--- src/rtl/core/sfr_pkg.sv ---
// ----------------------------------------------------------------------------
// sfr_pkg
// shared constants, control types and crc helper for the sync frame receiver
// ----------------------------------------------------------------------------
package sfr_pkg;

    localparam int ACK_BYTES_DEF = 16;

    localparam logic [7:0]  SYNC_FIRST  = 8'h5A;
    localparam logic [7:0]  SYNC_SECOND = 8'hA5;
    localparam logic [15:0] CRC_INIT    = 16'hFFFF;
    localparam logic [15:0] CRC_POLY    = 16'hA001;

    // controller to datapath
    typedef struct packed {
        logic in_fire;
        logic rd_en;
        logic rd_next;
        logic load_pay;
        logic load_err;
    } t_dp_cmd;

    // datapath to controller
    typedef struct packed {
        logic final_byte;
        logic crc_match;
        logic rd_last;
        logic out_free;
    } t_dp_sts;

    // one byte of crc-16/modbus, lsb first
    function automatic logic [15:0] crc_update(input logic [15:0] crc, input logic [7:0] b);
        logic [15:0] c;
        c = crc ^ {8'h00, b};
        for (int k = 0; k < 8; k++) begin
            if (c[0]) begin
                c = (c >> 1) ^ CRC_POLY;
            end else begin
                c = c >> 1;
            end
        end
        return c;
    endfunction

endpackage

--- src/rtl/core/sfr_in_if.sv ---
// ----------------------------------------------------------------------------
// sfr_in_if
// received byte channel: valid, ready and one serial byte
// ----------------------------------------------------------------------------
interface sfr_in_if;
    logic       valid;
    logic       ready;
    logic [7:0] rx_byte;

    modport source (output valid, output rx_byte, input ready);
    modport sink   (input valid, input rx_byte, output ready);
endinterface

--- src/rtl/core/sfr_out_if.sv ---
// ----------------------------------------------------------------------------
// sfr_out_if
// result channel: valid, ready, payload byte, last mark and crc error flag
// ----------------------------------------------------------------------------
interface sfr_out_if;
    logic       valid;
    logic       ready;
    logic [7:0] payload_byte;
    logic       last;
    logic       crc_error;

    modport source (output valid, output payload_byte, output last, output crc_error,
                    input ready);
    modport sink   (input valid, input payload_byte, input last, input crc_error,
                    output ready);
endinterface

--- src/rtl/core/sfr_ctrl.sv ---
// ----------------------------------------------------------------------------
// sfr_ctrl
// controller: byte intake, payload drain sequencing and error result
// ----------------------------------------------------------------------------
module sfr_ctrl
    import sfr_pkg::*;
(
    input  logic    i_clk,
    input  logic    i_rst_n,
    input  logic    i_in_valid,
    output logic    o_in_ready,
    input  t_dp_sts i_sts,
    output t_dp_cmd o_cmd
);

    localparam logic [1:0] ST_RECV = 2'd0;
    localparam logic [1:0] ST_RD   = 2'd1;
    localparam logic [1:0] ST_LOAD = 2'd2;
    localparam logic [1:0] ST_ERR  = 2'd3;

    logic [1:0] r_state;
    logic [1:0] n_state;

    always_comb begin
        n_state    = r_state;
        o_in_ready = 1'b0;
        o_cmd      = '0;
        case (r_state)
            ST_RECV: begin
                o_in_ready = 1'b1;
                if (i_in_valid) begin
                    o_cmd.in_fire = 1'b1;
                    if (i_sts.final_byte) begin
                        n_state = i_sts.crc_match ? ST_RD : ST_ERR;
                    end
                end
            end
            ST_RD: begin
                o_cmd.rd_en = 1'b1;
                n_state     = ST_LOAD;
            end
            ST_LOAD: begin
                if (i_sts.out_free) begin
                    o_cmd.load_pay = 1'b1;
                    o_cmd.rd_next  = 1'b1;
                    n_state        = i_sts.rd_last ? ST_RECV : ST_RD;
                end
            end
            ST_ERR: begin
                if (i_sts.out_free) begin
                    o_cmd.load_err = 1'b1;
                    n_state        = ST_RECV;
                end
            end
            default: begin
                n_state = ST_RECV;
            end
        endcase
    end

    always_ff @(posedge i_clk) begin
        if (!i_rst_n) begin
            r_state <= ST_RECV;
        end else begin
            r_state <= n_state;
        end
    end

endmodule

--- src/rtl/core/sfr_dp.sv ---
// ----------------------------------------------------------------------------
// sfr_dp
// datapath: byte counter, crc, payload memory and output register
// ----------------------------------------------------------------------------
module sfr_dp
    import sfr_pkg::*;
#(
    parameter int ACK_BYTES = ACK_BYTES_DEF
) (
    input  logic       i_clk,
    input  logic       i_rst_n,
    input  logic [7:0] i_rx_byte,
    input  logic       i_out_ready,
    input  t_dp_cmd    i_cmd,
    output t_dp_sts    o_sts,
    output logic       o_out_valid,
    output logic [7:0] o_payload_byte,
    output logic       o_last,
    output logic       o_crc_error
);

    localparam int         PAYLOAD_LEN = ACK_BYTES - 2;
    localparam int         AW          = (PAYLOAD_LEN > 1) ? $clog2(PAYLOAD_LEN) : 1;
    localparam logic [5:0] CRC_HI_POS  = 6'(ACK_BYTES);
    localparam logic [5:0] FINAL_POS   = 6'(ACK_BYTES + 1);
    localparam logic [AW-1:0] LAST_ADDR = AW'(PAYLOAD_LEN - 1);

    logic [5:0]  r_count;
    logic [5:0]  n_count;
    logic [15:0] r_crc;
    logic [15:0] n_crc;
    logic [7:0]  r_crc_high;
    logic [7:0]  n_crc_high;
    logic [AW-1:0] r_rd_addr;
    logic [7:0]  r_rd_data;

    logic [7:0]  r_mem [PAYLOAD_LEN];
    logic        mem_we;
    logic [5:0]  wr_pos;

    logic        r_out_valid;
    logic [7:0]  r_out_byte;
    logic        r_out_last;
    logic        r_out_err;

    assign wr_pos = r_count - 6'd2;

    always_comb begin
        n_count    = r_count;
        n_crc      = r_crc;
        n_crc_high = r_crc_high;
        mem_we     = 1'b0;
        if (i_cmd.in_fire) begin
            if (r_count == 6'd0 && i_rx_byte != SYNC_FIRST) begin
                // noise while hunting
            end else if (r_count == 6'd1 && i_rx_byte != SYNC_SECOND) begin
                n_count    = 6'd0;
                n_crc      = CRC_INIT;
                n_crc_high = 8'h00;
            end else if (r_count < CRC_HI_POS) begin
                mem_we  = (r_count >= 6'd2);
                n_crc   = crc_update(r_crc, i_rx_byte);
                n_count = r_count + 6'd1;
            end else if (r_count == CRC_HI_POS) begin
                n_crc_high = i_rx_byte;
                n_count    = r_count + 6'd1;
            end else begin
                n_count    = 6'd0;
                n_crc      = CRC_INIT;
                n_crc_high = 8'h00;
            end
        end
    end

    always_ff @(posedge i_clk) begin
        if (!i_rst_n) begin
            r_count    <= 6'd0;
            r_crc      <= CRC_INIT;
            r_crc_high <= 8'h00;
        end else begin
            r_count    <= n_count;
            r_crc      <= n_crc;
            r_crc_high <= n_crc_high;
        end
    end

    // payload memory, one write and one registered read port
    always_ff @(posedge i_clk) begin
        if (mem_we) begin
            r_mem[wr_pos[AW-1:0]] <= i_rx_byte;
        end
        if (i_cmd.rd_en) begin
            r_rd_data <= r_mem[r_rd_addr];
        end
    end

    always_ff @(posedge i_clk) begin
        if (!i_rst_n) begin
            r_rd_addr <= '0;
        end else if (i_cmd.rd_next) begin
            r_rd_addr <= (r_rd_addr == LAST_ADDR) ? '0 : r_rd_addr + AW'(1);
        end
    end

    always_ff @(posedge i_clk) begin
        if (!i_rst_n) begin
            r_out_valid <= 1'b0;
        end else if (i_cmd.load_pay || i_cmd.load_err) begin
            r_out_valid <= 1'b1;
        end else if (i_out_ready) begin
            r_out_valid <= 1'b0;
        end
    end

    always_ff @(posedge i_clk) begin
        if (i_cmd.load_pay) begin
            r_out_byte <= r_rd_data;
            r_out_last <= (r_rd_addr == LAST_ADDR);
            r_out_err  <= 1'b0;
        end else if (i_cmd.load_err) begin
            r_out_byte <= 8'h00;
            r_out_last <= 1'b1;
            r_out_err  <= 1'b1;
        end
    end

    assign o_sts.final_byte = (r_count == FINAL_POS);
    assign o_sts.crc_match  = ({r_crc_high, i_rx_byte} == r_crc);
    assign o_sts.rd_last    = (r_rd_addr == LAST_ADDR);
    assign o_sts.out_free   = !r_out_valid || i_out_ready;

    assign o_out_valid    = r_out_valid;
    assign o_payload_byte = r_out_byte;
    assign o_last         = r_out_last;
    assign o_crc_error    = r_out_err;

    a_err_is_last: assert property (@(posedge i_clk) disable iff (!i_rst_n)
        (r_out_valid && r_out_err) |-> r_out_last)
        else $error("error result without last mark");

    a_err_zero: assert property (@(posedge i_clk) disable iff (!i_rst_n)
        (r_out_valid && r_out_err) |-> (r_out_byte == 8'h00))
        else $error("error result with nonzero byte");

    a_one_load: assert property (@(posedge i_clk) disable iff (!i_rst_n)
        !(i_cmd.load_pay && i_cmd.load_err))
        else $error("payload and error load together");

    a_no_overwrite: assert property (@(posedge i_clk) disable iff (!i_rst_n)
        (i_cmd.load_pay || i_cmd.load_err) |-> (!r_out_valid || i_out_ready))
        else $error("output register overwritten while held");

    a_count_range: assert property (@(posedge i_clk) disable iff (!i_rst_n)
        r_count <= FINAL_POS)
        else $error("byte counter beyond frame");

endmodule

--- src/rtl/core/sync_frame_receiver_crc16_top.sv ---
// ----------------------------------------------------------------------------
// sync_frame_receiver_crc16_top
// fixed-length frame receiver with sync hunt and crc-16/modbus check
// ----------------------------------------------------------------------------
// The block takes received serial bytes one request at a time, hunts for the
// sync pair 0x5A 0xA5 and then collects a frame of ACK_BYTES + 2 bytes: the
// two sync bytes, ACK_BYTES - 2 payload bytes and a crc, high byte first.
// crc-16/modbus (init 0xFFFF, reflected poly 0xA001) covers the sync bytes
// and the payload. On a match the payload bytes go out in order with last on
// the final one; on a mismatch a single result with crc_error and last set
// and a zero byte goes out. A wrong second sync byte restarts the hunt and
// is dropped. While receiving, a byte is taken every cycle. After the final
// crc byte the intake pauses while the payload drains: each result byte is
// read from the payload memory, then loaded into the output register once
// it is free; an error result is loaded the same way. The output register
// lets the next frame start arriving while the last result still waits.
// The payload memory needs no clearing, every entry is written in a frame
// before it is read.
// ----------------------------------------------------------------------------
module sync_frame_receiver_crc16_top
    import sfr_pkg::*;
#(
    parameter int ACK_BYTES = ACK_BYTES_DEF
) (
    input  logic      i_clk,
    input  logic      i_rst_n,
    sfr_in_if.sink    i_rx,
    sfr_out_if.source o_res
);

    // command and status between controller and datapath
    t_dp_cmd cmd;
    t_dp_sts sts;

    // controller owns the intake handshake and drain sequencing
    sfr_ctrl u_ctrl (
        .i_clk      (i_clk),
        .i_rst_n    (i_rst_n),
        .i_in_valid (i_rx.valid),
        .o_in_ready (i_rx.ready),
        .i_sts      (sts),
        .o_cmd      (cmd)
    );

    // datapath holds counter, crc, payload memory and the output register
    sfr_dp #(
        .ACK_BYTES (ACK_BYTES)
    ) u_dp (
        .i_clk          (i_clk),
        .i_rst_n        (i_rst_n),
        .i_rx_byte      (i_rx.rx_byte),
        .i_out_ready    (o_res.ready),
        .i_cmd          (cmd),
        .o_sts          (sts),
        .o_out_valid    (o_res.valid),
        .o_payload_byte (o_res.payload_byte),
        .o_last         (o_res.last),
        .o_crc_error    (o_res.crc_error)
    );

endmodule
--- src/flat_wrapper.sv ---
// flat-port wrapper written by rule: the top's interface ports become plain ports
module sync_frame_receiver_crc16_top_flat import sfr_pkg::*;
#(
    parameter int ACK_BYTES = ACK_BYTES_DEF
)
  (i_clk, i_rst_n, i_rx_valid, i_rx_rx_byte, i_rx_ready, o_res_valid, o_res_payload_byte, o_res_last, o_res_crc_error, o_res_ready);
  sfr_in_if i_rx_i ();
  sfr_out_if o_res_i ();
  input  logic i_clk;
  input  logic i_rst_n;
  input wire logic [$bits(i_rx_i.valid)-1:0] i_rx_valid;
  input wire logic [$bits(i_rx_i.rx_byte)-1:0] i_rx_rx_byte;
  output wire logic [$bits(i_rx_i.ready)-1:0] i_rx_ready;
  output wire logic [$bits(o_res_i.valid)-1:0] o_res_valid;
  output wire logic [$bits(o_res_i.payload_byte)-1:0] o_res_payload_byte;
  output wire logic [$bits(o_res_i.last)-1:0] o_res_last;
  output wire logic [$bits(o_res_i.crc_error)-1:0] o_res_crc_error;
  input wire logic [$bits(o_res_i.ready)-1:0] o_res_ready;
  assign i_rx_i.valid = i_rx_valid;
  assign i_rx_i.rx_byte = i_rx_rx_byte;
  assign i_rx_ready = i_rx_i.ready;
  assign o_res_valid = o_res_i.valid;
  assign o_res_payload_byte = o_res_i.payload_byte;
  assign o_res_last = o_res_i.last;
  assign o_res_crc_error = o_res_i.crc_error;
  assign o_res_i.ready = o_res_ready;
  sync_frame_receiver_crc16_top #(.ACK_BYTES(ACK_BYTES)) u_core (.i_clk(i_clk), .i_rst_n(i_rst_n), .i_rx(i_rx_i), .o_res(o_res_i));
endmodule
--- config.mk ---
export PLATFORM = sky130hd
export DESIGN_NAME = sync_frame_receiver_crc16_top_flat
export DESIGN_NICKNAME = d
export VERILOG_FILES = /design/src/rtl/core/sfr_pkg.sv /design/src/rtl/core/sfr_in_if.sv /design/src/rtl/core/sfr_out_if.sv /design/src/rtl/core/sfr_ctrl.sv /design/src/rtl/core/sfr_dp.sv /design/src/rtl/core/sync_frame_receiver_crc16_top.sv /design/src/flat_wrapper.sv
export SDC_FILE = /design/constraint.sdc
export NUM_CORES = 1
export LEC_CHECK = 0
export BUFFER_PORTS_ARGS = -buffer_cell sky130_fd_sc_hd__buf_2
export CAP_MARGIN = 5
export CORE_AREA = 2 2 113 115
export DETAILED_ROUTE_END_ITERATION = 10
export DIE_AREA = 0 0 115 117
export GPL_TIMING_DRIVEN = 0
export PLACE_DENSITY_LB_ADDON = 0.15
export SLEW_MARGIN = 20
export SYNTH_ARGS = -nofsm -noshare
export SYNTH_HDL_FRONTEND = slang
export SYNTH_SLANG_ARGS = --single-unit
--- constraint.sdc ---
create_clock -name i_clk -period 3.9 [get_ports i_clk]
set_input_delay 1.17 -clock i_clk [delete_from_list [all_inputs] [get_ports i_clk]]
set_output_delay 1.17 -clock i_clk [all_outputs]
set_load 0.1 [all_outputs]
* Word-level counts from Yosys, hierarchy flattened
Memories as Yosys holds them, arrays and structs flattened. A register that Yosys moved wholly into a read port is not among the register bits. Cells that the tools add are included.
Word-level totals: register bits after elaboration 47, bits in writable memories 112, input port bits 12, output and inout port bits 12, logic and storage cells 127, memories 1
Memories:
- u_core.u_dp.r_mem | depth 14, width 8, rd ports 1, clocked after memory_dff 1, write ports 1, RTL line sfr_dp.sv:37 | logic [7:0] r_mem [PAYLOAD_LEN];
Cells by class: add/sub/neg operators 3, magnitude comparators 2, equality and inequality tests 16, multiplexer cells 73, bitwise operators 10, reduce and logical (&&, ||, !) cells 13
Operators with widths (number):
- $mux 16 | 39
- $mux 8 | 5
- $not 2->3 | 8
- $mux 6 | 3
- $mux 1 | 17
- $eq 16x16->1 | 1
- $xor 16x8->16 | 1
- $mux 2 | 7
- $eq 6x5->1 const B | 2
- $ne 8x7->1 const B | 1
- $ne 8x8->1 const B | 1
- $pmux 2 s4 | 1
- $add 6x1->6 const B | 1
- $eq 6x1->1 const B | 1
- $ge 6x2->1 const B | 1
- $logic_not 6->1 | 1
- $lt 6x5->1 const B | 1
- $ne 2x1->1 const B | 3
- $reduce_and 3->1 | 2
- $add 4x1->4 const B | 1
- $eq 2x2->1 const B | 2
- $eq 4x4->1 const B | 1
- $mux 4 | 1
- $ne 2x2->1 const B | 2
- 11 further kinds | 14

* Depth between registers and ports, before layout
word-level depth 47, mapped depth 9, mapped depth without buffers 7

* Modules after synthesis
Synthesis repeated with hierarchy kept, for this count alone.
Second synthesis, totals: cell total of the unflattened synthesis 456, area total of the unflattened synthesis 7039.3 um^2
By module, submodules not included:
- sfr_dp | instances 1, cells each 441, area each 6897.9 um^2, seq. area each 4594.4 um^2
- sfr_ctrl | instances 1, cells each 15, area each 141.4 um^2, seq. area each 40.0 um^2

* Least setup slack after synthesis
No wires, ideal clock.
path type reg2reg, start reg u_core.u_ctrl.r_state[1], end mem u_core.u_dp.r_mem[10][0], enable pin, setup time 0.332 ns, arrival 3.071 ns, required time 3.568 ns, path slack 0.497 ns, cell stages (with the launch flop) 7, path buffers 1, clock period less this slack 3.403 ns, path through dfxtp_1 > nor2_1 > nand2_1 > or2_4 > buf_12 > nor4_2 > and2_1
On the way: word-level cells in the longest chain between the ends 5
RTL lines:
- start: declaration | RTL line sfr_ctrl.sv:21 | logic [1:0] r_state;
- start signal: assignment | RTL line sfr_ctrl.sv:65 | r_state <= n_state;
- $logic_not 2->1 | RTL line sfr_ctrl.sv:28 | case (r_state)
- $mux 1 | RTL line sfr_ctrl.sv:28
- $mux 1 | RTL line sfr_dp.sv:53 | if (i_cmd.in_fire) begin
- $mux 1 | RTL line sfr_dp.sv:89 | if (mem_we) begin
- $mux 1 (implied by the code) | RTL line sfr_dp.sv:90 | r_mem[wr_pos[AW-1:0]] <= i_rx_byte;
- end: declaration | RTL line sfr_dp.sv:37
No other way between the ends.

* Final worst setup path
start in i_rx_rx_byte[5], end mem u_core.u_dp.r_mem[9][6], enable pin
On the way: word-level cells in the longest chain between the ends 7, elaborated cells between the ends (all ways) 9, those cells by class 2 x eq/ne; 5 x mux; 2 x reduce/logical
RTL lines:
- start: declaration | RTL line flat_wrapper.sv:12 | input wire logic [$bits(i_rx_i.rx_byte)-1:0] i_rx_rx_byte;
- $ne 8x8->1 | RTL line sfr_dp.sv:56 | end else if (r_count == 6'd1 && i_rx_byte != SYNC_SECOND) begin
- $logic_and 1x1->1 | RTL line sfr_dp.sv:56
- $mux 1 | RTL line sfr_dp.sv:56
- $mux 1 (*) | RTL line sfr_dp.sv:54 | if (r_count == 6'd0 && i_rx_byte != SYNC_FIRST) begin
- $mux 1 (*) | RTL line sfr_dp.sv:53
- $mux 1 (*) | RTL line sfr_dp.sv:89
- $mux 1 (implied by the code) (*) | RTL line sfr_dp.sv:90
Mark *: on every way between the ends. The rest lies on a longest branch, timed or not.

==> summary.md <==
| Metric | Value |
|---|---|
| Status | finished clean |
| Cell family with most CP delay | simple AND/OR/NAND/NOR gates |
| Post-synth top cells | edfxtp_1, dfxtp_1, mux4_2, and2_1, nor2_1 |
| Total GRT Usage | 22.9% |
| Area growth, synth to finish | 12.4% |
| Cell taking the most area after synthesis | edfxtp_1 |
| Core Rows | 41 |
| CP Capture Type | flop |
| Die area | 13,500 um^2 |
| Ys flop type | edfxtp_1 |
| Final setup viols | 0 |
| Root Buffer | clkbuf_16 |
| Average cell area after synthesis | 15.8 um^2 |
| CP startpoint kind | primary input |
| Resized Gates After CTS | 0 |
| Seq/Total Area, Yosys | 64.8% |
| GP Congestion | 0.819 |
| P_leak | 0.00266 uW |
| Gr ovfl total | 0 |
| Total CTS buffers | 17 |
| Final Cycle Share | 82.6% |
| Initial antenna violation count | 0 |
| R2R cell count | 8 |
| Worst hold stages | 1 |
| Final wirelength | 14,100 um |
| CTS HTree Levels | 4 |
| Final nets | 519 |
| Largest stage delay, worst path | 0.48 ns |
| Final setup skew | 0.00907 ns |
| Hpwl dp | 9280 um |
| Pwr/cell area | 453 nW/um^2 |
| Post-CTS Setup Inserts | 0 |
| Buffers on Ports | 23 |
| Cell count after synthesis | 454 |
| Max cap viols | 0 |
| Reg2reg setup slack | 1.18 ns |
| VDD IR max | 0.000367 V |
| Fin crit period | 3.22 ns |
| Worst Slack Setup Final | 0.680 ns |
| Worst path slowest cell | o211ai_1 |
| Antenna-violating nets left | 0 |
| Critical path peak fanout | 18 |
| Top-count cell post-synth | edfxtp_1 |
| CTS tree | built |
| Non-Filler Instances | 659 |
| Syn nets | 477 |
| Worst-Margin Slew | 0.807 ns |
| Latest clock arrival within the worst-skew pair | 0.43 ns |
| First-pass GRT wire length | 22,100 um |
| CTS max path bufs | 2 |
| Pre-antenna DRT Iters | 4 |
| Vias in the first global route | 3,980 |
| Critical path buffer and inverter count | 1 |
| Min-Delay Path Class | flop to flop |
| Arr. time, crit path | 3.29 ns |
| Async S/R FF share, synth | 0% |
| CTS Hold Bufs | 0 |
| Initial Util | 58.1% |
| CP Class | primary input to flop |
| Worst Path Required | 3.97 ns |
| Vias per std cell | 6.02 |
| Post-synth cell types | 55 |
| # IOs | 24 |
| Largest net degree at the start of global routing | 20 |
| Die Y-Extent | 117 um |
| CTS Sinks | 167 |
| Routed via count | 3,968 |
| Die width | 115 um |
| WP depth | 6 |
| Yosys warning count | 0 |
| Max Slew Vio Count | 0 |
| Yosys reg bits | 167 |
| Share of layout cells above drive strength 1 | 23.0% |
| Fillers | 865 |
| Place WS | 0.283 ns |
| Diodes inserted | 0 |
| Placed instance count | 627 |
| Slew headroom | 46.1% |
| Wire length per cell | 21.4 um |
| Setup TNS | 0 ns |
| Post-synth EDFFs | 129 |
| Top-area cell type share of the netlist area | 54.2% |
| Core region area | 12,300 um^2 |
| Initial detailed-routing violation count | 286 |
| Max Freq | 311 MHz |
| Mapped Area | 7150 um^2 |
| RSZ-0062 raised after global routing | false |
| Hold Vio Cnt, Final | 0 |
| Residual DRC | 0 |
| Ranking of synthesized cells by area | edfxtp_1, dfxtp_1, mux4_2 |
| CP cell instances | buf_2 > nand4bb_1 > o211ai_1 > nand3_1 > nor4_2 > and2_1 |
| Worst-path clk slew | 0.06 ns |
-- per-stage QoR --
| step | instance area, um^2 | total power, uW | hold WS [ns] | utilization, % |
|---|---|---|---|---|
| detailed placement | 7460 | 2040 | 0.497 | 60.6 |
| CTS | 8040 | 3650 | 0.518 | 65.3 |
| global placement | 7460 | 2030 | 0.488 | 60.6 |
| finish | 8040 | 3650 | 0.505 | 65.3 |
| global route | 8040 | 3740 | 0.540 | 65.3 |
| floorplan | 7150 | 2000 | 0.487 | - |
-- final cells by class --
class	instances	area (um^2)	area share (%)
clock inverters	12	128	1.59
plain buffers	22	126	1.57
repair buffers	23	115	1.43
clock buffers	20	457	5.68
well taps	150	188	2.33
flip-flops and latches	167	4630	57.6
multi-input cells	260	2370	29.5
inverters	5	18.8	0.233
-- state kept, by name, summed over array words and instances, names as in the netlist, 2 cells and up --
register                    count
u_core.u_dp.r_crc              16
u_core.u_dp.r_mem             112
u_core.u_dp.o_payload_byte      8
u_core.u_dp.r_crc_high          8
u_core.u_dp.r_rd_data           8
u_core.u_dp.r_rd_addr           4
u_core.u_ctrl.r_state           2
u_core.u_dp.r_count             6
-- final timing paths --
check,end,start
setup / recovery,u_core.u_dp.r_mem[9][6]$_DFFE_PP_,i_rx_rx_byte[5]
hold reg to reg,u_core.u_dp.o_crc_error$_SDFFE_PP0P_,u_core.u_dp.o_crc_error$_SDFFE_PP0P_
hold / removal,u_core.u_dp.o_crc_error$_SDFFE_PP0P_,u_core.u_dp.o_crc_error$_SDFFE_PP0P_
setup reg to reg,u_core.u_dp.r_mem[9][6]$_DFFE_PP_,u_core.u_dp.r_count[1]$_SDFFE_PN0P_
-- report_power, final --
part,switching [uW],leakage (uW),internal (uW),total (uW)
Clock,673,0.000279,973,1650
Sequential,0.529,0.00145,1910,1910
Combinational,56.0,0.000932,33.2,89.2
-- routing by layer --
metal | up-vias | wire length, um | GRT usage (%)
met2 | 108 | 7010 | 36.7
met5 | - | 0 | 0
met3 | 23 | 664 | 5.25
li1 | 1825 | - | -
met1 | 2012 | 6080 | 30.8
met4 | 0 | 338 | 9.32
-- logic make-up after synthesis --
group                      Yosys count  synth area share (%)
DFF                                167                  64.8
and+or+nand+nor                    135                  11.4
AOI/OAI and AO/OA                   44                  4.13
muxes                               42                  11.6
xor gates and xnor gates            28                  4.06
buffers and inverters               27                  2.03
adders and majority gates           11                  1.92
-- cell usage in the layout (no fill, tap or decap), types with 16 or more instances in the layout --
| master | netlist | final |
|---|---|---|
| xnor2_1 | 21 | 21 |
| edfxtp_1 | 129 | 129 |
| mux4_2 | 32 | 32 |
| o21ai_0 | 17 | 17 |
| dfxtp_1 | 38 | 38 |
| nor3_1 | 16 | 16 |
| and2_1 | 24 | 24 |
| nor2_1 | 22 | 22 |
| clkbuf_16 | 0 | 17 |
| buf_2 | 4 | 27 |
Power figures use the tool's default switching activity.
